[src/rtl/kcpe_pkg.sv]
// ----------------------------------------------------------------------------
// kcpe_pkg
// Shared types and constants of the keyed command packet encoder.
// ----------------------------------------------------------------------------
package kcpe_pkg;

  localparam int unsigned MessageBytesDef = 16;

  localparam logic [3:0] ResetSessionCmd = 4'd13;
  localparam int unsigned PosOffset      = 2;
  localparam int unsigned PosReserve     = 6;

  // Configuration register indexes (byte address = 4 * index).
  localparam logic [2:0] RegPrime   = 3'd0;
  localparam logic [2:0] RegGen     = 3'd1;
  localparam logic [2:0] RegPartner = 3'd2;
  localparam logic [2:0] RegIdent   = 3'd3;
  localparam logic [2:0] RegMask    = 3'd4;

  localparam logic [7:0] PrimeRst = 8'd251;
  localparam logic [7:0] GenRst   = 8'd2;

  // Request to the shared remainder unit.
  typedef struct packed {
    logic        start;
    logic [15:0] dividend;
    logic [7:0]  divisor;
  } mod_req_t;

  typedef struct packed {
    logic       done;
    logic [7:0] remainder;
  } mod_rsp_t;

endpackage

[src/rtl/kcpe_mod_unit.sv]
// ----------------------------------------------------------------------------
// kcpe_mod_unit
// Restoring remainder unit: 16-bit dividend modulo an 8-bit divisor, one
// bit per cycle. A zero divisor leaves the low byte of the dividend.
// ----------------------------------------------------------------------------
module kcpe_mod_unit (
  input  logic               clk_i,
  input  logic               rst_ni,
  input  kcpe_pkg::mod_req_t req_i,
  output kcpe_pkg::mod_rsp_t rsp_o
);

  logic        busy_q;
  logic        done_q;
  logic [3:0]  cnt_q;
  logic [15:0] num_q;
  logic [7:0]  rem_q;
  logic [7:0]  div_q;
  logic [8:0]  trial;

  assign trial = {rem_q, num_q[15]};

  always_ff @(posedge clk_i or negedge rst_ni) begin
    if (!rst_ni) begin
      busy_q <= 1'b0;
      done_q <= 1'b0;
      cnt_q  <= '0;
    end else begin
      done_q <= 1'b0;
      if (req_i.start) begin
        busy_q <= 1'b1;
        cnt_q  <= '0;
      end else if (busy_q) begin
        cnt_q <= cnt_q + 4'd1;
        if (cnt_q == 4'd15) begin
          busy_q <= 1'b0;
          done_q <= 1'b1;
        end
      end
    end
  end

  // With a zero divisor every trial subtracts nothing, so the low byte
  // of the dividend is what remains.
  always_ff @(posedge clk_i) begin
    if (req_i.start) begin
      num_q <= req_i.dividend;
      div_q <= req_i.divisor;
      rem_q <= '0;
    end else if (busy_q) begin
      num_q <= {num_q[14:0], 1'b0};
      if (trial >= {1'b0, div_q}) begin
        rem_q <= 8'(trial - {1'b0, div_q});
      end else begin
        rem_q <= trial[7:0];
      end
    end
  end

  assign rsp_o.done      = done_q;
  assign rsp_o.remainder = rem_q;

endmodule

[src/rtl/keyed_command_packet_encoder_unit.sv]
// ----------------------------------------------------------------------------
// keyed_command_packet_encoder_unit
// Builds a keyed, scrambled command message per request and streams it out
// one byte per transaction, with a session-reset message after a wrap.
// ----------------------------------------------------------------------------
// Operation: each message needs three 8-bit modular powers and two reductions,
// all on one remainder unit; the wait before the first byte is set by the
// exponent bits. Each byte is formed in StByte and held in StSend until the
// sink is ready.
// Throughput: one request at a time; in_ready_o is high only when idle.
// Reset: asynchronous, clears the sequencer, session counter and registers
// to their defaults (prime 251, generator 2, others zero).
module keyed_command_packet_encoder_unit #(
  parameter int unsigned MESSAGE_BYTES = kcpe_pkg::MessageBytesDef
) (
  input  logic        clk_i,
  input  logic        rst_ni,
  input  logic        psel,
  input  logic        penable,
  input  logic        pwrite,
  input  logic [4:0]  paddr,
  input  logic [31:0] pwdata,
  output logic [31:0] prdata,
  output logic        pready,
  input  logic        in_valid_i,
  output logic        in_ready_o,
  input  logic [3:0]  command_i,
  input  logic [7:0]  entropy_i,
  output logic        out_valid_o,
  input  logic        out_ready_i,
  output logic [7:0]  message_byte_o,
  output logic [4:0]  byte_index_o,
  output logic        end_of_message_o,
  output logic        end_of_run_o
);

  localparam int unsigned IdxW = $clog2(MESSAGE_BYTES);
  localparam logic [IdxW-1:0] LastIdx = IdxW'(MESSAGE_BYTES - 1);
  localparam logic [7:0] PosDiv = 8'(MESSAGE_BYTES - kcpe_pkg::PosReserve);
  localparam logic [7:0] PosOff = 8'(kcpe_pkg::PosOffset);
  localparam logic [15:0] NBytes = 16'(MESSAGE_BYTES);

  typedef enum logic [3:0] {
    StIdle, StAMod, StPmBase, StPmLoop, StPmMulR, StPmSqr, StPosMod, StByte, StSend
  } state_e;

  typedef enum logic [1:0] {SelPub, SelPeer, SelSec} pm_sel_e;

  state_e  state_q;
  pm_sel_e sel_q;
  logic    issued_q;
  logic    second_q;

  logic [7:0] prime_q, gen_q, partner_q, ident_q, mask_q;
  logic [15:0] session_q;
  logic [3:0]  cmd_q;
  logic [7:0]  ent_q;
  logic [7:0]  sum_q;
  logic [7:0]  a_q, pub_q, peer_q, sec_q, pos_q;
  logic [7:0]  pm_c_q, pm_r_q, pm_d_q;
  logic [IdxW-1:0] idx_q;

  logic        out_valid_q;
  logic [7:0]  out_byte_q;
  logic [4:0]  out_idx_q;
  logic        out_eom_q;
  logic        out_eor_q;

  kcpe_pkg::mod_req_t mod_req;
  kcpe_pkg::mod_rsp_t mod_rsp;

  logic [7:0]  mask_ent;
  logic [7:0]  sum_init;
  logic [7:0]  pm_base;
  logic [7:0]  pm_expo;
  logic [7:0]  idx8;
  logic [7:0]  plain_byte;
  logic [7:0]  rem;
  logic        cfg_wr;

  kcpe_mod_unit u_mod (
    .clk_i (clk_i),
    .rst_ni(rst_ni),
    .req_i (mod_req),
    .rsp_o (mod_rsp)
  );

  assign rem      = mod_rsp.remainder;
  assign mask_ent = mask_q + ent_q;
  // Sum over an all-zero buffer: every entry contributes mask plus entropy.
  assign sum_init = 8'(16'(mask_ent) * NBytes);
  assign idx8     = 8'(idx_q);
  assign cfg_wr   = psel && penable && pwrite;

  always_comb begin
    pm_base = gen_q;
    pm_expo = a_q;
    case (sel_q)
      SelPub:  begin pm_base = gen_q;  pm_expo = a_q;       end
      SelPeer: begin pm_base = gen_q;  pm_expo = partner_q; end
      SelSec:  begin pm_base = peer_q; pm_expo = a_q;       end
      default: begin pm_base = gen_q;  pm_expo = a_q;       end
    endcase
  end

  always_comb begin
    if (idx8 == pos_q) begin
      plain_byte = ident_q;
    end else if (idx8 == pos_q + 8'd1) begin
      plain_byte = {4'd0, cmd_q};
    end else if (idx8 == pos_q + 8'd2) begin
      plain_byte = session_q[7:0];
    end else if (idx8 == pos_q + 8'd3) begin
      plain_byte = session_q[15:8];
    end else begin
      plain_byte = sum_q;
    end
  end

  always_comb begin
    mod_req.start    = 1'b0;
    mod_req.dividend = {8'd0, sum_q};
    mod_req.divisor  = prime_q;
    case (state_q)
      StAMod: begin
        // The running sum is loaded in this cycle, so reduce its start value.
        mod_req.dividend = {8'd0, sum_init};
        mod_req.divisor  = prime_q - 8'd1;
      end
      StPmBase: begin
        mod_req.dividend = {8'd0, pm_base};
      end
      StPmMulR: begin
        mod_req.dividend = 16'(pm_r_q) * 16'(pm_c_q);
      end
      StPmSqr: begin
        mod_req.dividend = 16'(pm_c_q) * 16'(pm_c_q);
      end
      StPosMod: begin
        mod_req.divisor = PosDiv;
      end
      default: begin
      end
    endcase
    if (!issued_q && (state_q inside {StAMod, StPmBase, StPmMulR, StPmSqr, StPosMod})) begin
      mod_req.start = 1'b1;
    end
  end

  always_ff @(posedge clk_i or negedge rst_ni) begin
    if (!rst_ni) begin
      state_q     <= StIdle;
      sel_q       <= SelPub;
      issued_q    <= 1'b0;
      second_q    <= 1'b0;
      prime_q     <= kcpe_pkg::PrimeRst;
      gen_q       <= kcpe_pkg::GenRst;
      partner_q   <= '0;
      ident_q     <= '0;
      mask_q      <= '0;
      session_q   <= '0;
      out_valid_q <= 1'b0;
      idx_q       <= '0;
    end else begin
      if (cfg_wr) begin
        case (paddr[4:2])
          kcpe_pkg::RegPrime:   prime_q   <= pwdata[7:0];
          kcpe_pkg::RegGen:     gen_q     <= pwdata[7:0];
          kcpe_pkg::RegPartner: partner_q <= pwdata[7:0];
          kcpe_pkg::RegIdent:   ident_q   <= pwdata[7:0];
          kcpe_pkg::RegMask:    mask_q    <= pwdata[7:0];
          default: begin
          end
        endcase
      end
      if (mod_req.start) begin
        issued_q <= 1'b1;
      end
      case (state_q)
        StIdle: begin
          if (in_valid_i) begin
            cmd_q    <= command_i;
            ent_q    <= entropy_i;
            second_q <= 1'b0;
            state_q  <= StAMod;
          end
        end
        StAMod: begin
          if (!issued_q) begin
            sum_q <= sum_init;
          end else if (mod_rsp.done) begin
            issued_q <= 1'b0;
            a_q      <= rem;
            sel_q    <= SelPub;
            state_q  <= StPmBase;
          end
        end
        StPmBase: begin
          if (issued_q && mod_rsp.done) begin
            issued_q <= 1'b0;
            pm_c_q   <= rem;
            pm_r_q   <= 8'd1;
            pm_d_q   <= pm_expo;
            state_q  <= StPmLoop;
          end
        end
        StPmLoop: begin
          if (pm_d_q == 8'd0) begin
            case (sel_q)
              SelPub: begin
                pub_q   <= pm_r_q;
                sum_q   <= sum_q + (pm_r_q ^ mask_q) - mask_q;
                sel_q   <= SelPeer;
                state_q <= StPmBase;
              end
              SelPeer: begin
                peer_q  <= pm_r_q;
                sel_q   <= SelSec;
                state_q <= StPmBase;
              end
              default: begin
                sec_q   <= pm_r_q;
                state_q <= StPosMod;
              end
            endcase
          end else if (pm_d_q[0]) begin
            state_q <= StPmMulR;
          end else begin
            state_q <= StPmSqr;
          end
        end
        StPmMulR: begin
          if (issued_q && mod_rsp.done) begin
            issued_q <= 1'b0;
            pm_r_q   <= rem;
            state_q  <= StPmSqr;
          end
        end
        StPmSqr: begin
          if (issued_q && mod_rsp.done) begin
            issued_q <= 1'b0;
            pm_c_q   <= rem;
            pm_d_q   <= {1'b0, pm_d_q[7:1]};
            state_q  <= StPmLoop;
          end
        end
        StPosMod: begin
          if (issued_q && mod_rsp.done) begin
            issued_q <= 1'b0;
            pos_q    <= rem + PosOff;
            sum_q    <= sum_q + ((rem + PosOff) ^ sec_q ^ mask_q) - mask_q;
            idx_q    <= '0;
            state_q  <= StByte;
          end
        end
        StByte: begin
          out_valid_q <= 1'b1;
          out_idx_q   <= 5'(idx_q);
          out_eom_q   <= (idx_q == LastIdx);
          out_eor_q   <= (idx_q == LastIdx) && (second_q || session_q != 16'hFFFF);
          if (idx_q == '0) begin
            out_byte_q <= pub_q;
          end else if (idx_q == IdxW'(1)) begin
            out_byte_q <= pos_q ^ sec_q;
          end else begin
            out_byte_q <= plain_byte ^ sec_q;
            sum_q      <= sum_q + (plain_byte ^ sec_q ^ mask_q) - mask_q;
          end
          state_q <= StSend;
        end
        StSend: begin
          if (out_ready_i) begin
            out_valid_q <= 1'b0;
            if (idx_q == LastIdx) begin
              session_q <= session_q + 16'd1;
              // A wrap of the session counter forces a reset-session message.
              if (!second_q && session_q == 16'hFFFF) begin
                second_q <= 1'b1;
                cmd_q    <= kcpe_pkg::ResetSessionCmd;
                state_q  <= StAMod;
              end else begin
                state_q <= StIdle;
              end
            end else begin
              idx_q   <= idx_q + IdxW'(1);
              state_q <= StByte;
            end
          end
        end
        default: begin
          state_q <= StIdle;
        end
      endcase
    end
  end

  always_comb begin
    case (paddr[4:2])
      kcpe_pkg::RegPrime:   prdata = {24'd0, prime_q};
      kcpe_pkg::RegGen:     prdata = {24'd0, gen_q};
      kcpe_pkg::RegPartner: prdata = {24'd0, partner_q};
      kcpe_pkg::RegIdent:   prdata = {24'd0, ident_q};
      kcpe_pkg::RegMask:    prdata = {24'd0, mask_q};
      default:              prdata = 32'd0;
    endcase
  end

  assign pready           = 1'b1;
  assign in_ready_o       = (state_q == StIdle);
  assign out_valid_o      = out_valid_q;
  assign message_byte_o   = out_byte_q;
  assign byte_index_o     = out_idx_q;
  assign end_of_message_o = out_eom_q;
  assign end_of_run_o     = out_eor_q;

endmodule
[config.mk]
export PLATFORM = sky130hd
export DESIGN_NAME = keyed_command_packet_encoder_unit
export DESIGN_NICKNAME = d
export VERILOG_FILES = /design/src/rtl/kcpe_pkg.sv /design/src/rtl/kcpe_mod_unit.sv /design/src/rtl/keyed_command_packet_encoder_unit.sv
export SDC_FILE = /design/constraint.sdc
export NUM_CORES = 1
export LEC_CHECK = 0
export BUFFER_PORTS_ARGS = -buffer_cell sky130_fd_sc_hd__buf_2
export CAP_MARGIN = 20
export CELL_PAD_IN_SITES_DETAIL_PLACEMENT = 1
export CELL_PAD_IN_SITES_GLOBAL_PLACEMENT = 2
export CORE_ASPECT_RATIO = 1.25
export CORE_MARGIN = 5
export CORE_UTILIZATION = 36
export CTS_CLUSTER_SIZE = 25
export DETAILED_ROUTE_END_ITERATION = 12
export PLACE_DENSITY_LB_ADDON = 0.3
export SLEW_MARGIN = 20
export SYNTH_ARGS = -nofsm -noshare
export SYNTH_HDL_FRONTEND = slang
export SYNTH_SLANG_ARGS = --single-unit
[constraint.sdc]
create_clock -name clk_i -period 4.9 [get_ports clk_i]
set_input_delay 0.735 -clock clk_i [delete_from_list [all_inputs] [get_ports clk_i]]
set_output_delay 0.735 -clock clk_i [all_outputs]
set_load 0.1 [all_outputs]
* Word-level counts from Yosys, hierarchy flattened
Cells that the tools add are included.
** Storage, ports and cells
- Register bits :: 201
- Logic and storage cells :: 224
- Output and inout port bits :: 50
** Cells by class
- Bitwise logic cells :: 7
- $add $sub $neg :: 16
- Magnitude comparators :: 1
- Equal/unequal tests :: 41
- $mul :: 2
- Muxes and demuxes :: 75
- Reductions and logical operators :: 49
** Operators by type and width (number)
- $mux W8 :: 19
- $mux W4 :: 18
- $pmux W16 S4 :: 1
- $pmux W8 S2 :: 3
- $xor A8 B8 Y8 :: 6
- $pmux W8 S5 :: 1
- $eq A4 B8 Y1 :: 4
- $mul A8 B8 Y16 :: 2
- $mux W16 :: 2
- $pmux W4 S8 :: 1
- $pmux W8 S4 :: 1
- $sub A8 B8 Y8 :: 4
- $reduce_and A4 Y1 :: 7
- $add A8 B2 Y8 const B :: 3
- $add A8 B8 Y8 :: 3
- $ne A2 B2 Y1 const B :: 10
- $mux W1 :: 18
- $add A16 B1 Y16 const B :: 1
- $eq A16 B16 Y1 const B :: 1
- $eq A4 B3 Y1 const B :: 4
- $ne A16 B16 Y1 const B :: 1
- $pmux W4 S2 :: 2
- $ne A2 B1 Y1 const B :: 7
- $reduce_and A2 Y1 :: 7
- 36 further kinds :: 65

* Depth between registers and ports, before layout
Gate-level depths: netlist of run 1.
- Depth after elaboration :: 13
- Gate-level depth with buffers :: 23
- Mapped depth without buffers :: 22

* Modules after synthesis
From an unflattened synthesis of run 1, not the netlist that was laid out.
** Second synthesis, totals
- Cells, all modules :: 1547
- Area, all modules :: 15483.6 µm²
** By module, submodules not included
- keyed_command_packet_encoder_unit :: area each 13501.7 µm², cells each 1370, sequential area each 4559.4 µm², times used 1
- kcpe_mod_unit :: area each 1981.9 µm², cells each 177, sequential area each 1031.0 µm², times used 1

* Worst setup path before layout of run 1
Ideal clock, no wire load.
- Kind :: register to register
- From :: register pm_c_q[5]
- To :: register u_mod.num_q[15], data pin
- Path slack :: -0.103 ns
- Arrival :: 4.743 ns
- Period minus slack after synthesis :: 5.003 ns
- Library setup time :: 0.261 ns
- Required time :: 4.639 ns
- Stages on the path, launching flop included :: 19
- Path through :: edfxtp_1 -> clkbuf_1 -> clkbuf_1 -> nand2_1 -> fa_1 -> fa_1 -> inv_1 -> fa_1 -> inv_1 -> fa_1 -> inv_1 -> ha_1 -> nor2b_1 -> o21a_1 -> o41a_1 -> a31oi_1 -> o21ai_0 -> mux2i_1 -> a221o_1
** On the way
- Word-level cells in the longest chain between the ends :: 3
- Elaborated cells on any way between the ends :: 4
- Classes of those cells :: mul: 2; mux: 2
** RTL lines
- start: declaration :: RTL line keyed_command_packet_encoder_unit.sv:60 : logic [7:0] pm_c_q, pm_r_q, pm_d_q;
- start signal: assignment :: RTL line keyed_command_packet_encoder_unit.sv:201 : pm_c_q <= rem;
- start signal: assignment :: RTL line keyed_command_packet_encoder_unit.sv:242 : pm_c_q <= rem;
- $mul A8 B8 Y16, on equally long branches :: RTL line keyed_command_packet_encoder_unit.sv:137, keyed_command_packet_encoder_unit.sv:134
- $pmux W16 S4 (*) :: RTL line keyed_command_packet_encoder_unit.sv:124 : case (state_q)
- $mux W16 (*) :: RTL line kcpe_mod_unit.sv:46 : if (req_i.start) begin
- end signal: assignment :: RTL line kcpe_mod_unit.sv:47 : num_q <= req_i.dividend;
- end signal: assignment :: RTL line kcpe_mod_unit.sv:51 : num_q <= {num_q[14:0], 1'b0};
- end: declaration :: RTL line kcpe_mod_unit.sv:16 : logic [15:0] num_q;
Every way passes the cells marked *; elsewhere a longest branch is shown, timed or not.
A chain may end at the register's enable or synchronous reset.

* Worst setup path in the final report of run 1
- From :: register pm_c_q[2]
- To :: register u_mod.num_q[13], data pin
Same word-level chain as after synthesis.

==> summary.txt, run 1 <==
Drt
  – Initial DRC count: roughly 600
  – Drt pass-1 iters: 4
  – Post-route DRC: 0
  – Vias after detailed routing: about 12000
  – Detailed-route vias per instance: 5.21
  – Post-Route WL: ~49000 µm
  – Antenna-violating nets left: 0
  – Routed WL per cell: 21.0 µm

Timing
  – Minimum clock period: roughly 4800 ps
  – Final setup violation count: 0
  – Max Freq: approximately 210 MHz
  – Setup_tns: 0 ps
  – Period utilization: 97.8%
  – Worst slew pin tran: 970 ps
  – Slew Viols, Final: 0
  – Fin. Hold Viols: 0
  – RSZ-0062 raised after global routing: yes
  – Max_slew headroom: about a third
  – Fin Clk Skew: 24.0 ps

Power
  – Power per cell area: 464 nW/µm²
  – Lkg Pwr: between 8 and 9 nW
  – Maximum VDD drop: about 300 µV

Global routing
  – Met2 usage: roughly 39%
  – Wire length of the first global-routing pass: 75600 µm
  – Met3 Usage GRT: 1.66%
  – Total grt overflow: 0
  – Pin count of the biggest net entering global routing: 63
  – Grt peak-use layer: met2
  – M1 GR Usage: approximately a quarter
  – Number of global-route vias before repair: between 10000 and 15000
  – Initial antenna violation count: 0
  – Gr usage total: between 20% and 30%

CTS
  – H-tree levels: 1
  – Hold Buf Count CTS: 0
  – Deepest clock path buffer count: 3
  – Clock root cell: clkbuf_16
  – CTS tree: yes
  – CTS buffer count: 23
  – Skew-Pair Late Insertion Delay: approximately 560 ps
  – CTS sink count: ~200
  – Clock slew at reported path FFs: 60 ps

Worst setup path
  – Critical R2R Capture: u_mod.num_q[13]
  – CP arrival: between 5000 and 6000 ps
  – R2r setup slk: roughly 110 ps
  – Worst path required time: between 5000 and 6000 ps
  – R2R depth: 19
  – Critical path's slowest cell: fa_1
  – Crit. Startpoint: pm_c_q[2]
  – WS Path Type: flip-flop to flip-flop
  – Crit path cell chain: buf_12 -> and2_4 -> fa_1 -> inv_2 -> fa_1 -> inv_2 -> fa_1 -> inv_2 -> fa_1 -> inv_2 -> ha_4 -> or3_1 -> o21ai_1 -> a21oi_2 -> a31oi_2 -> buf_4 -> xor2_2 -> o22ai_1 -> a22o_1
  – CP Launch Type: flip-flop
  – Reg-to-Reg Start: pm_c_q[2]
  – Worst-path fanout max: 5
  – WP buf/inv: 6
  – Crit end category: flip-flop
  – CP peak stage delay: 550 ps
  – Cell family with the largest share of critical-path delay: adder cells

Synth
  – Dominant synthesized flop cell: edfxtp_1
  – Syn avg cell area: between 9 and 10 µm²
  – Sequential-to-total area share from yosys stat: between 30 and 40%
  – Post-synth ARST share: 37.3%
  – Yosys reg bits: between 200 and 250
  – Synthesized cell area: 15700 µm²
  – Post-synth EDFFs: approximately 120
  – Synth Instances: around 1600
  – Synth cell types: 80
  – Yosys warns: 0

Layout
  – Share of layout cells above drive strength 1: 21.3%
  – Design Area, Final: between 15000 and 20000 µm²
  – Fillers: ~5000
  – Regs by FF count: session_q (16), u_mod.num_q (16)
  – Multi-input gate area: approximately 9400 µm²
  – # diodes: 0
  – Sequential cell area: between 5000 and 6000 µm²
  – Area Overhead vs Synth: 18.4%
  – Nets: slightly below 2000
  – Final core occ: between 40 and 50%
  – Non-Filler Instances: 2319

Die
  – Core Area: ~43000 µm²
  – Floorplan die height: about 240 µm
  – IO Pins: ~110
  – Num rows: between 80 and 90
  – Initial Util: around 36%
  – Die Wd: 197 µm
  – Die ar.: 47800 µm²

Placed design
  – # placed instances: 2253
  – Gpl congestion: approximately 0.87
  – DP Area: approximately 17000 µm²
  – Detailed-placement wirelength estimate: between 30000 and 40000 µm
  – Port bufs: between 40 and 50

Flow run
  – Max-cap violations: 0

Hold path
  – Hold Crit Class: input port to async pin

Status
  – Status: finished, final reports clean
[power breakdown]
| group | internal, mW | switching, mW | leakage, nW | total [mW] |
|---|---|---|---|---|
| logic | 1.71 | 2.43 | 5.68 | 4.14 |
| registers | 2.22 | 0.482 | 2.13 | 2.70 |
| clock network | 1.02 | 0.755 | 0.364 | 1.78 |
| total | 4.96 | 3.66 | 8.18 | 8.62 |
[layout by cell type (no fill, tap or decap), types with 8 or more instances in the layout]
cell type / n
inv_1: 153
buf_4: 151
edfxtp_1: 118
nand2_1: 112
ha_1: 99
nor2_1: 93
xnor2_1: 90
and2_1: 69
dfrtp_1: 67
a21oi_1: 65
fa_1: 60
o21ai_0: 56
mux2_2: 49
buf_2: 48
xor2_1: 38
mux2i_1: 37
nand3_1: 26
conb_1: 26
a22oi_1: 24
clkbuf_16: 23
nand2b_1: 17
nor3_1: 17
a21o_1: 17
a211oi_1: 16
nor2b_1: 15
o21ai_1: 14
o22ai_1: 14
and3_1: 12
inv_2: 10
ha_4: 9
dfstp_2: 8
dfxtp_1: 8
[layer usage]
layer | share of wire, % | wire length, µm | vias up
met5 | 0 | 0 | -
met4 | 3.2 | 1570 | 0
met3 | 2.4 | 1160 | 68
met2 | 55 | 26700 | 164
met1 | 40 | 19300 | 6123
li1 | - | - | 5722
[stage by stage]
stage / power, mW / setup slack (ps) / hold slack (ps)
2_1_floorplan: 5.50 / 0.294 / 420
3_3_place_gp: 6.72 / -86.5 / 480
3_5_place_dp: 6.81 / -185 / 479
4_1_cts: 8.67 / 7.32 / 111
5_1_grt: 9.19 / -87.7 / 121
6_report: 8.62 / 107 / 123
[synth_stat cells, types with 7 or more instances]
master	n	share of area, %
dfrtp_1	67	11
a21o_1	17	0.81
dfstp_2	8	1.3
nor3_1	20	0.64
buf_4	28	1.3
buf_2	11	0.35
a21oi_1	71	2.3
nand2b_1	17	0.68
fa_1	67	8.6
xor2_1	39	2.2
mux2i_1	38	2.4
nand3_1	26	0.83
a221o_1	7	0.45
o21bai_1	7	0.34
nor2b_1	15	0.60
a211oi_1	17	0.81
dfxtp_1	8	1.0
o22ai_1	14	0.56
nand2_1	113	2.7
a31oi_1	8	0.32
and3_1	12	0.48
inv_1	164	3.9
clkbuf_1	59	1.4
o21ai_0	67	2.1
mux2_2	49	3.5
nor2_1	95	2.3
and2_1	74	3.0
edfxtp_1	118	23
a22oi_1	24	1.1
ha_1	112	8.9
xnor2_1	95	5.3
[area by class of cell]
cell class                 instances  share of cell area [%]
clock buffer                      27                    3.18
sequential                       201                    30.1
tap                              565                    3.81
multi-input combinational       1140                    50.7
clock inverter                    14                   0.842
timing repair buffer             208                    8.08
inverter                         164                    3.33
[how the worst max path moves through the flow]
stage | end | slack (ps) | depth (start not counted)
after global placement | sum_q[7] | -90 | 22
after global routing | sum_q[7] | -90 | 22
after CTS | u_mod.num_q[13] | 7 | 18
after floorplan | u_mod.num_q[15] | 0.3 | 18
after detailed placement | sum_q[7] | -190 | 22
final | u_mod.num_q[13] | 110 | 19
[timing repair]
item                                    CTS  global route
hold endpoints to repair                  0             0
pin swaps                                24            45
gates cloned                              1             0
gates resized for setup                  37            55
endpoints found under the setup margin    5             8
buffers inserted                         15             9
[kinds of logic after synthesis]
kind of cell             share of synthesized area, %
other                                          0.0479
multiplexers                                     6.09
AND/OR/NAND/NOR                                  13.2
XOR/XNOR                                         7.73
adder cells (fa/ha/maj)                          17.5
buffers and inverters                            7.22
AO/OA/AOI/OAI                                    12.6
flip-flops                                       35.7
No activity file was read; power rests on OpenSTA's default activity.
==> run 2, diff against run 1 <==
--- a/config.mk
+++ b/config.mk
@@ -14,7 +14,7 @@
 export CORE_UTILIZATION = 36
 export CTS_CLUSTER_SIZE = 25
 export DETAILED_ROUTE_END_ITERATION = 12
-export PLACE_DENSITY_LB_ADDON = 0.3
+export PLACE_DENSITY_LB_ADDON = 0.1
 export SLEW_MARGIN = 20
 export SYNTH_ARGS = -nofsm -noshare
 export SYNTH_HDL_FRONTEND = slang
==> run 2 against run 1 <==
Clock power is essentially flat. Die area unchanged. Global-route usage rose by 0.47 points. Via count is 0.55% higher. Flip-flop and latch count stayed put. Worst setup slack worse by 47 ps. Clock-buffer cell count grew 3. Final cell count increased by 1.2%. Critical path depth stayed put. Core utilization is 0.97 points higher. Critical endpoint unchanged. Highest routed layer unchanged.
==> summary.txt, run 2 (synthesized netlist as in run 1, its figures left out) <==
Status
  – Status: finished, final reports clean (unchanged)

Layout
  – Share of layout cells above drive strength 1: 23.7% (was 21.3%)
  – Fillers: 4872 (was 4866)
  – Regs by FF count: session_q (16), u_mod.num_q (16) (unchanged)
  – Multi-input gate area: 9540 µm² (was 9410 µm²)
  – Most frequent cells in the layout: 164 x buf_4, 150 x inv_1, 118 x edfxtp_1 (was 153 x inv_1, 151 x buf_4, 118 x edfxtp_1)
  – Final core occ: 44.1% (was 43.1%)
  – Area Overhead vs Synth: 21.1% (was 18.4%)
  – Nets: 1998 (was 1973)
  – Leading cell type in the layout, fill and taps excluded: buf_4 (was inv_1)
  – # diodes: 0 (unchanged)
  – Sequential cell area: 5590 µm² (unchanged)
  – Non-Filler Instances: 2346 (was 2319)

Worst setup path
  – WP buf/inv: 6 (unchanged)
  – Crit end category: flip-flop (unchanged)
  – WS Path Type: flip-flop to flip-flop (unchanged)
  – Crit path cell chain: buf_4 -> buf_4 -> nand2_1 -> fa_1 -> fa_1 -> inv_1 -> fa_1 -> inv_2 -> fa_1 -> inv_2 -> ha_4 -> nor2b_1 -> o21a_1 -> o41a_1 -> a31oi_2 -> buf_4 -> xor2_1 -> o22ai_1 -> a22o_1 (was buf_12 -> and2_4 -> fa_1 -> inv_2 -> fa_1 -> inv_2 -> fa_1 -> inv_2 -> fa_1 -> inv_2 -> ha_4 -> or3_1 -> o21ai_1 -> a21oi_2 -> a31oi_2 -> buf_4 -> xor2_2 -> o22ai_1 -> a22o_1)
  – Worst path required time: 5190 ps (was 5200 ps)
  – Cell family with the largest share of critical-path delay: adder cells (unchanged)
  – Most frequent CP cell: fa_1
  – CP Launch Type: flip-flop (unchanged)
  – R2r setup slk: 60 ps (was 110 ps)
  – Critical path's slowest cell: fa_1 (unchanged)
  – Worst-path fanout max: 2 (was 5)
  – CP arrival: 5130 ps (was 5090 ps)
  – CP peak stage delay: 550 ps (about the same)

Global routing
  – Number of global-route vias before repair: 13273 (was 13082)
  – Total grt overflow: 0 (unchanged)
  – Initial antenna violation count: 1 (was 0)
  – Pin count of the biggest net entering global routing: 63 (unchanged)
  – Wire length of the first global-routing pass: 76600 µm (was 75600 µm)
  – Gr usage total: 20.6% (was 20.1%)

Drt
  – Post-route DRC: 0 (unchanged)
  – Routed WL per cell: 21.3 µm (was 21.0 µm)
  – Initial DRC count: 475 (was 598)
  – Detailed-route vias per instance: 5.18 (was 5.21)
  – Post-Route WL: 49900 µm (was 48700 µm)
  – Vias after detailed routing: 12143 (was 12077)
  – Antenna-violating nets left: 0 (unchanged)
  – Drt pass-1 iters: 4 (unchanged)

Hold path
  – Hold Crit Class: input port to async pin (unchanged)

CTS
  – H-tree levels: 1 (unchanged)
  – Clock root cell: clkbuf_16 (unchanged)
  – Clock slew at reported path FFs: 70 ps (was 60 ps)
  – CTS tree: yes (unchanged)
  – Skew-Pair Late Insertion Delay: 560 ps (about the same)
  – CTS sink count: 201 (unchanged)
  – Deepest clock path buffer count: 3 (unchanged)
  – CTS buffer count: 24 (was 23)

Power
  – Lkg Pwr: 8.33 nW (was 8.18 nW)
  – Maximum VDD drop: 302 µV (was 296 µV)
  – Power, Total: 8.76 mW (was 8.62 mW)
  – Power per cell area: 462 nW/µm² (was 464 nW/µm²)

Timing
  – Minimum clock period: 4840 ps (was 4790 ps)
  – Slew Viols, Final: 0 (unchanged)
  – Worst slew pin tran: 1030 ps (was 970 ps)
  – Max_slew headroom: 31.1% (was 35.3%)
  – Fin. Hold Viols: 0 (unchanged)
  – RSZ-0062 raised after global routing: yes (unchanged)
  – Final setup violation count: 0 (unchanged)
  – Max Freq: 207 MHz (was 209 MHz)
  – Fin Clk Skew: 27.2 ps (was 24.0 ps)
  – Period utilization: 98.8% (was 97.8%)

Die
  – Num rows: 85 (unchanged)
  – IO Pins: 106 (unchanged)
  – Core Area: 43100 µm² (unchanged)
  – Die ar.: 47800 µm² (unchanged)
  – Floorplan die height: 243 µm (unchanged)
  – Die Wd: 197 µm (unchanged)
  – Initial Util: 36.4% (unchanged)

Placed design
  – Detailed-placement wirelength estimate: 39100 µm (was 37600 µm)
  – # placed instances: 2270 (was 2253)
  – Port bufs: 49 (unchanged)
  – Gpl congestion: 0.812 (was 0.866)

Flow run
  – Max-cap violations: 0 (unchanged)
## run 2: cell count changes in the layout (fill, tap and decap cells not counted), moves of 3 or more
cell / previous run / this run
a21oi_2: 4 / 7
buf_12: 1 / 5
buf_4: 151 / 164
buf_6: 7 / 14
clkinvlp_4: 1 / 5
ha_1: 99 / 96
inv_1: 153 / 150
inv_2: 10 / 13
nor2_1: 93 / 89
xnor2_1: 90 / 87
## run 2: final timing paths
path,startpoint,to,depth (start not counted)
worst max-delay path,pm_c_q[5],u_mod.num_q[13],19
worst min-delay path,rst_ni,sel_q[1],1
worst max register to register,pm_c_q[5],u_mod.num_q[13],19
worst min register to register,out_valid_o,out_valid_o,1
max in group asynchronous,rst_ni,session_q[9],2
min in group clk_i,entropy_i[2],ent_q[2],1
## run 2: through the flow
stage | TNS, ps | setup WS [ps] | hold WS (ps) | instance area, µm²
after floorplan | 0 | 0.294 | 420 | 15800
final | 0 | 60.8 | 112 | 19000
after global routing | -357 | -136 | 104 | 19000
after detailed placement | -950 | -311 | 483 | 17400
after global placement | -650 | -189 | 480 | 17400
after CTS | -195 | -91.3 | 103 | 18500
## run 2: repair_timing
item,in CTS,in global routing
resized for setup,41,80
hold buffers,0,0
pin swaps,36,70
gates cloned,1,0
buffers inserted,18,15
setup endpoints to repair,7,8
endpoints found under the hold margin,0,0
## run 2: metal layers
metal  wire (µm)  GRT usage [%]  up-vias  share of wire [%]
li1            -              -     5782                  -
met1       19600           23.3     6175                 39
met2       28000           40.6      133                 56
met3         866           1.52       53                1.7
met4        1350           6.06        0                2.7
met5           0              0        -                  0
## run 2: cell type report
| cell class | instances | area share, % |
|---|---|---|
| Multi-Input combinational cell | 1140 | 50.3 |
| Sequential cell | 201 | 29.4 |
| Timing Repair Buffer | 232 | 9.25 |
| Tap cell | 565 | 3.72 |
| Clock buffer | 30 | 3.39 |
| Inverter | 164 | 3.26 |
| Clock inverter | 14 | 0.685 |
## run 2: worst reg2reg max path, stage by stage, from the launching register on
cell and delay, ps:
edfxtp_1 400, buf_4 150, buf_4 130, nand2_1 80
fa_1 440, fa_1 550, inv_1 50, fa_1 500
inv_2 40, fa_1 490, inv_2 50, ha_4 210
nor2b_1 120, o21a_1 200, o41a_1 400, a31oi_2 160
buf_4 130, xor2_1 160, o22ai_1 100, a22o_1 200
## run 2: report_power, final
group / internal [mW] / switching (mW)
logic: 1.79 / 2.48
registers: 2.22 / 0.498
clock network: 0.994 / 0.774
total: 5.01 / 3.76
==> run 3, diff against run 2 <==
--- a/config.mk
+++ b/config.mk
@@ -11,11 +11,12 @@
 export CELL_PAD_IN_SITES_GLOBAL_PLACEMENT = 2
 export CORE_ASPECT_RATIO = 1.25
 export CORE_MARGIN = 5
-export CORE_UTILIZATION = 36
+export CORE_UTILIZATION = 37
 export CTS_CLUSTER_SIZE = 25
 export DETAILED_ROUTE_END_ITERATION = 12
-export PLACE_DENSITY_LB_ADDON = 0.1
+export PLACE_DENSITY = 0.91
 export SLEW_MARGIN = 20
 export SYNTH_ARGS = -nofsm -noshare
 export SYNTH_HDL_FRONTEND = slang
+export SYNTH_HIERARCHICAL = 1
 export SYNTH_SLANG_ARGS = --single-unit
==> run 3 against run 2 <==
The run now ends with setup timing left. Via count up 2.6%. Sequential share of layout area up 0.63 points. Register-to-register slack worse by 60 ps. Maximum frequency down 1.3%. Sequential power down 5%. Routed wire length down 0.79%. Hold slack worse by 69 ps. Clock skew down 11 ps. Core utilization up 1.0 points. Worst setup slack worse by 62 ps. Critical endpoint is now sum_q[6].
==> summary.txt, run 3 <==
CTS
  – Skew-Pair Late Insertion Delay: 540 ps (was 560 ps)
  – CTS buffer count: 23 (was 24)
  – Clock root cell: clkbuf_16 (unchanged)
  – CTS sink count: 201 (unchanged)
  – Hold Buf Count CTS: 0 (unchanged)
  – Clock slew at reported path FFs: 70 ps (about the same)
  – Deepest clock path buffer count: 3 (unchanged)
  – CTS tree: yes (unchanged)
  – H-tree levels: 1 (unchanged)

Die
  – Initial Util: 37.6% (was 36.4%)
  – Num rows: 83 (was 85)
  – Floorplan die height: 239 µm (was 243 µm)
  – Die Wd: 193 µm (was 197 µm)
  – Core Area: 41200 µm² (was 43100 µm²)
  – IO Pins: 106 (unchanged)
  – Die ar.: 46100 µm² (was 47800 µm²)

Synth
  – Yosys warns: 6 (was 0)
  – Yosys top cell by area: edfxtp_1 (unchanged)
  – Sequential-to-total area share from yosys stat: 36.1% (was 35.7%)
  – Synthesized cell area: 15500 µm² (was 15700 µm²)
  – Top-area cell type share of the netlist area: 22.9% (was 22.6%)
  – Post-synth ARST share: 37.3% (unchanged)
  – Synth cell types: 80 (unchanged)
  – Syn avg cell area: 10.0 µm² (was 9.90 µm²)
  – Dominant synthesized flop cell: edfxtp_1 (unchanged)
  – Synth Instances: 1547 (was 1583)
  – Synth top cells by count: 141 x inv_1, 130 x nand2_1, 118 x edfxtp_1 (was 164 x inv_1, 118 x edfxtp_1, 113 x nand2_1)
  – Post-synth EDFFs: 118 (unchanged)
  – Most frequent cell after synthesis: inv_1 (unchanged)
  – Ranking of synthesized cells by area: edfxtp_1 23%, dfrtp_1 11%, ha_1 8.9% (unchanged)
  – Yosys reg bits: 201 (unchanged)

Status
  – Failing checks: setup timing
  – Status: complete, but fails checks (was finished, final reports clean)

Placed design
  – Port bufs: 49 (unchanged)
  – Detailed-placement wirelength estimate: 36800 µm (was 39100 µm)
  – Gpl congestion: 0.891 (was 0.812)
  – # placed instances: 2191 (was 2270)

Power
  – Maximum VDD drop: 253 µV (was 302 µV)
  – Power per cell area: 439 nW/µm² (was 462 nW/µm²)
  – Part of the power in registers: 31.7% (was 31.0%)
  – Lkg Pwr: 8.24 nW (was 8.33 nW)
  – P_int: 4.72 mW (was 5.01 mW)
  – Combinational share of power: 46.6% (was 48.8%)
  – Clock share of power: 21.7% (was 20.2%)
  – Sw frac: 42.2% (was 42.9%)
  – Sw Pwr: 3.44 mW (was 3.76 mW)

Global routing
  – Number of global-route vias before repair: 13486 (was 13273)
  – Pin count of the biggest net entering global routing: 70 (was 63)
  – Total grt overflow: 0 (unchanged)
  – Initial antenna violation count: 0 (was 1)
  – Wire length of the first global-routing pass: 74700 µm (was 76600 µm)
  – Gr usage total: 20.5% (was 20.6%)

Timing
  – Final setup violation count: 1 (was 0)
  – Period utilization: 100% (was 98.8%)
  – Hold_ws: 43.3 ps (was 112 ps)
  – Worst slew pin tran: 1090 ps (was 1030 ps)
  – Max_slew headroom: 27.1% (was 31.1%)
  – Final worst setup slack: -1.33 ps (was 60.8 ps)
  – Slew Viols, Final: 0 (unchanged)
  – Max Freq: 204 MHz (was 207 MHz)
  – Minimum clock period: 4900 ps (was 4840 ps)
  – Fin. Hold Viols: 0 (unchanged)
  – Fin Clk Skew: 15.8 ps (was 27.2 ps)
  – RSZ-0062 raised after global routing: yes (unchanged)

Drt
  – Antenna-violating nets left: 0 (unchanged)
  – Initial DRC count: 781 (was 475)
  – Post-Route WL: 49500 µm (was 49900 µm)
  – Routed WL per cell: 21.8 µm (was 21.3 µm)
  – Vias after detailed routing: 12464 (was 12143)
  – Detailed-route vias per instance: 5.49 (was 5.18)
  – Post-route DRC: 0 (unchanged)
  – Drt pass-1 iters: 5 (was 4)

Layout
  – # diodes: 0 (unchanged)
  – Non-Filler Instances: 2272 (was 2346)
  – Leading cell type in the layout, fill and taps excluded: buf_4 (unchanged)
  – Share of layout cells above drive strength 1: 24.1% (was 23.7%)
  – Most frequent cells in the layout: 142 x buf_4, 127 x inv_1, 126 x nand2_1 (was 164 x buf_4, 150 x inv_1, 118 x edfxtp_1)
  – Area Overhead vs Synth: 20.0% (was 21.1%)
  – Regs by FF count: session_q (16), u_mod/num_q (16) (was session_q (16), u_mod.num_q (16))
  – Nets: 1936 (was 1998)

Worst setup path
  – Crit. Startpoint: pos_q[1] (was pm_c_q[5])
  – Crit end category: flip-flop (unchanged)
  – Worst path required time: 5140 ps (was 5190 ps)
  – CP Launch Type: flip-flop (unchanged)
  – Worst-path fanout max: 3 (was 2)
  – CP arrival: 5140 ps (was 5130 ps)
  – WS Path Type: flip-flop to flip-flop (unchanged)
  – Reg-to-Reg Start: pos_q[1] (was pm_c_q[5])

Hold path
  – Hold Crit Class: input port to async pin (unchanged)

Flow run
  – Max-cap violations: 0 (unchanged)
## run 3: cell types whose count changed after synthesis, moves of 9 or more
cell      change
and2_1       -26
nand2_1      +17
inv_1        -23
nand3_1      +12
a21oi_1       -9
a211oi_1      -9
## run 3: layout make-up
type | instances | area [µm²]
clock buffers | 26 | 587
clock inverters | 15 | 169
fillers | 4675 | 22600
inverters | 141 | 538
multi-input cells | 1131 | 9510
flip-flops and latches | 201 | 5590
well taps | 552 | 691
repair buffers | 206 | 1500
## run 3: logic make-up after synthesis
logic type      synth area share, %
xor+xnor                       7.70
simple gates                   12.9
compound gates                 12.2
mux                            7.10
buf+inv                        6.49
flops                          36.1
other cells                  0.0485
fa+ha+maj                      17.4
## run 3: repair_timing
| item | 4_1_cts | 5_1_grt |
|---|---|---|
| setup buffers | 23 | 21 |
| setup endpoints to repair | 9 | 9 |
| resized for setup | 48 | 78 |
| pin swaps | 41 | 68 |
| gates cloned | 0 | 0 |
## run 3: path summary, 6_finish.rpt
path / cells past startpoint / slack (ps) / to
worst max-delay path: 24 / -1 / sum_q[6]
worst min-delay path: 1 / 40 / state_q[3]
worst max register to register: 24 / -1 / sum_q[6]
worst min register to register: 1 / 500 / session_q[12]
max in group asynchronous: 2 / 3730 / session_q[6]
min in group clk_i: 1 / 390 / ent_q[1]
## run 3: stage by stage
stage / util (%) / setup TNS [ps] / power [mW] / cell area (µm²) / worst slack (ps)
global placement: 41.1 / -554 / 6.08 / 16900 / -184
global route: 45.1 / -1100 / 8.60 / 18600 / -256
floorplan: - / -29.8 / 5.12 / 15600 / -29.8
detailed placement: 41.1 / -1640 / 6.26 / 17000 / -352
CTS: 43.9 / 0 / 8.11 / 18100 / 1.20
finish: 45.1 / -1.33 / 8.16 / 18600 / -1.33
## run 3: critical path: stages (launching register included)
cell      delay (ps)
edfxtp_1         430
buf_6            160
buf_4            140
ha_1             200
nand4_1          120
o32ai_1          100
nor4b_1          390
o211a_1          290
or2_2            150
a211oi_2          40
a221oi_2         180
buf_4            190
xnor2_4          130
ha_1             260
xor2_1           170
ha_2             220
fa_2             370
a21oi_2          140
o21bai_1          90
a21o_1           210
a21oi_2          140
xor2_1           160
nand2_1           80
o211ai_1         100
o221ai_1         130
## run 3: layer usage
layer | track usage (%) | up-vias | share of wire, %
met5 | 0 | - | 0
met4 | 8.95 | 0 | 5.2
met3 | 1.61 | 126 | 3.5
met2 | 38.8 | 319 | 54
met1 | 23.3 | 6346 | 37
li1 | - | 5673 | -
## run 3: power by group through the flow
stage / Combinational [mW] / Clock, mW / Sequential [mW]
after floorplan: 2.65 / 0 / 2.47
after global placement: 3.49 / 0 / 2.59
after detailed placement: 3.66 / 0 / 2.60
after CTS: 3.75 / 1.78 / 2.58
after global routing: 4.13 / 1.86 / 2.61
final: 3.80 / 1.77 / 2.59
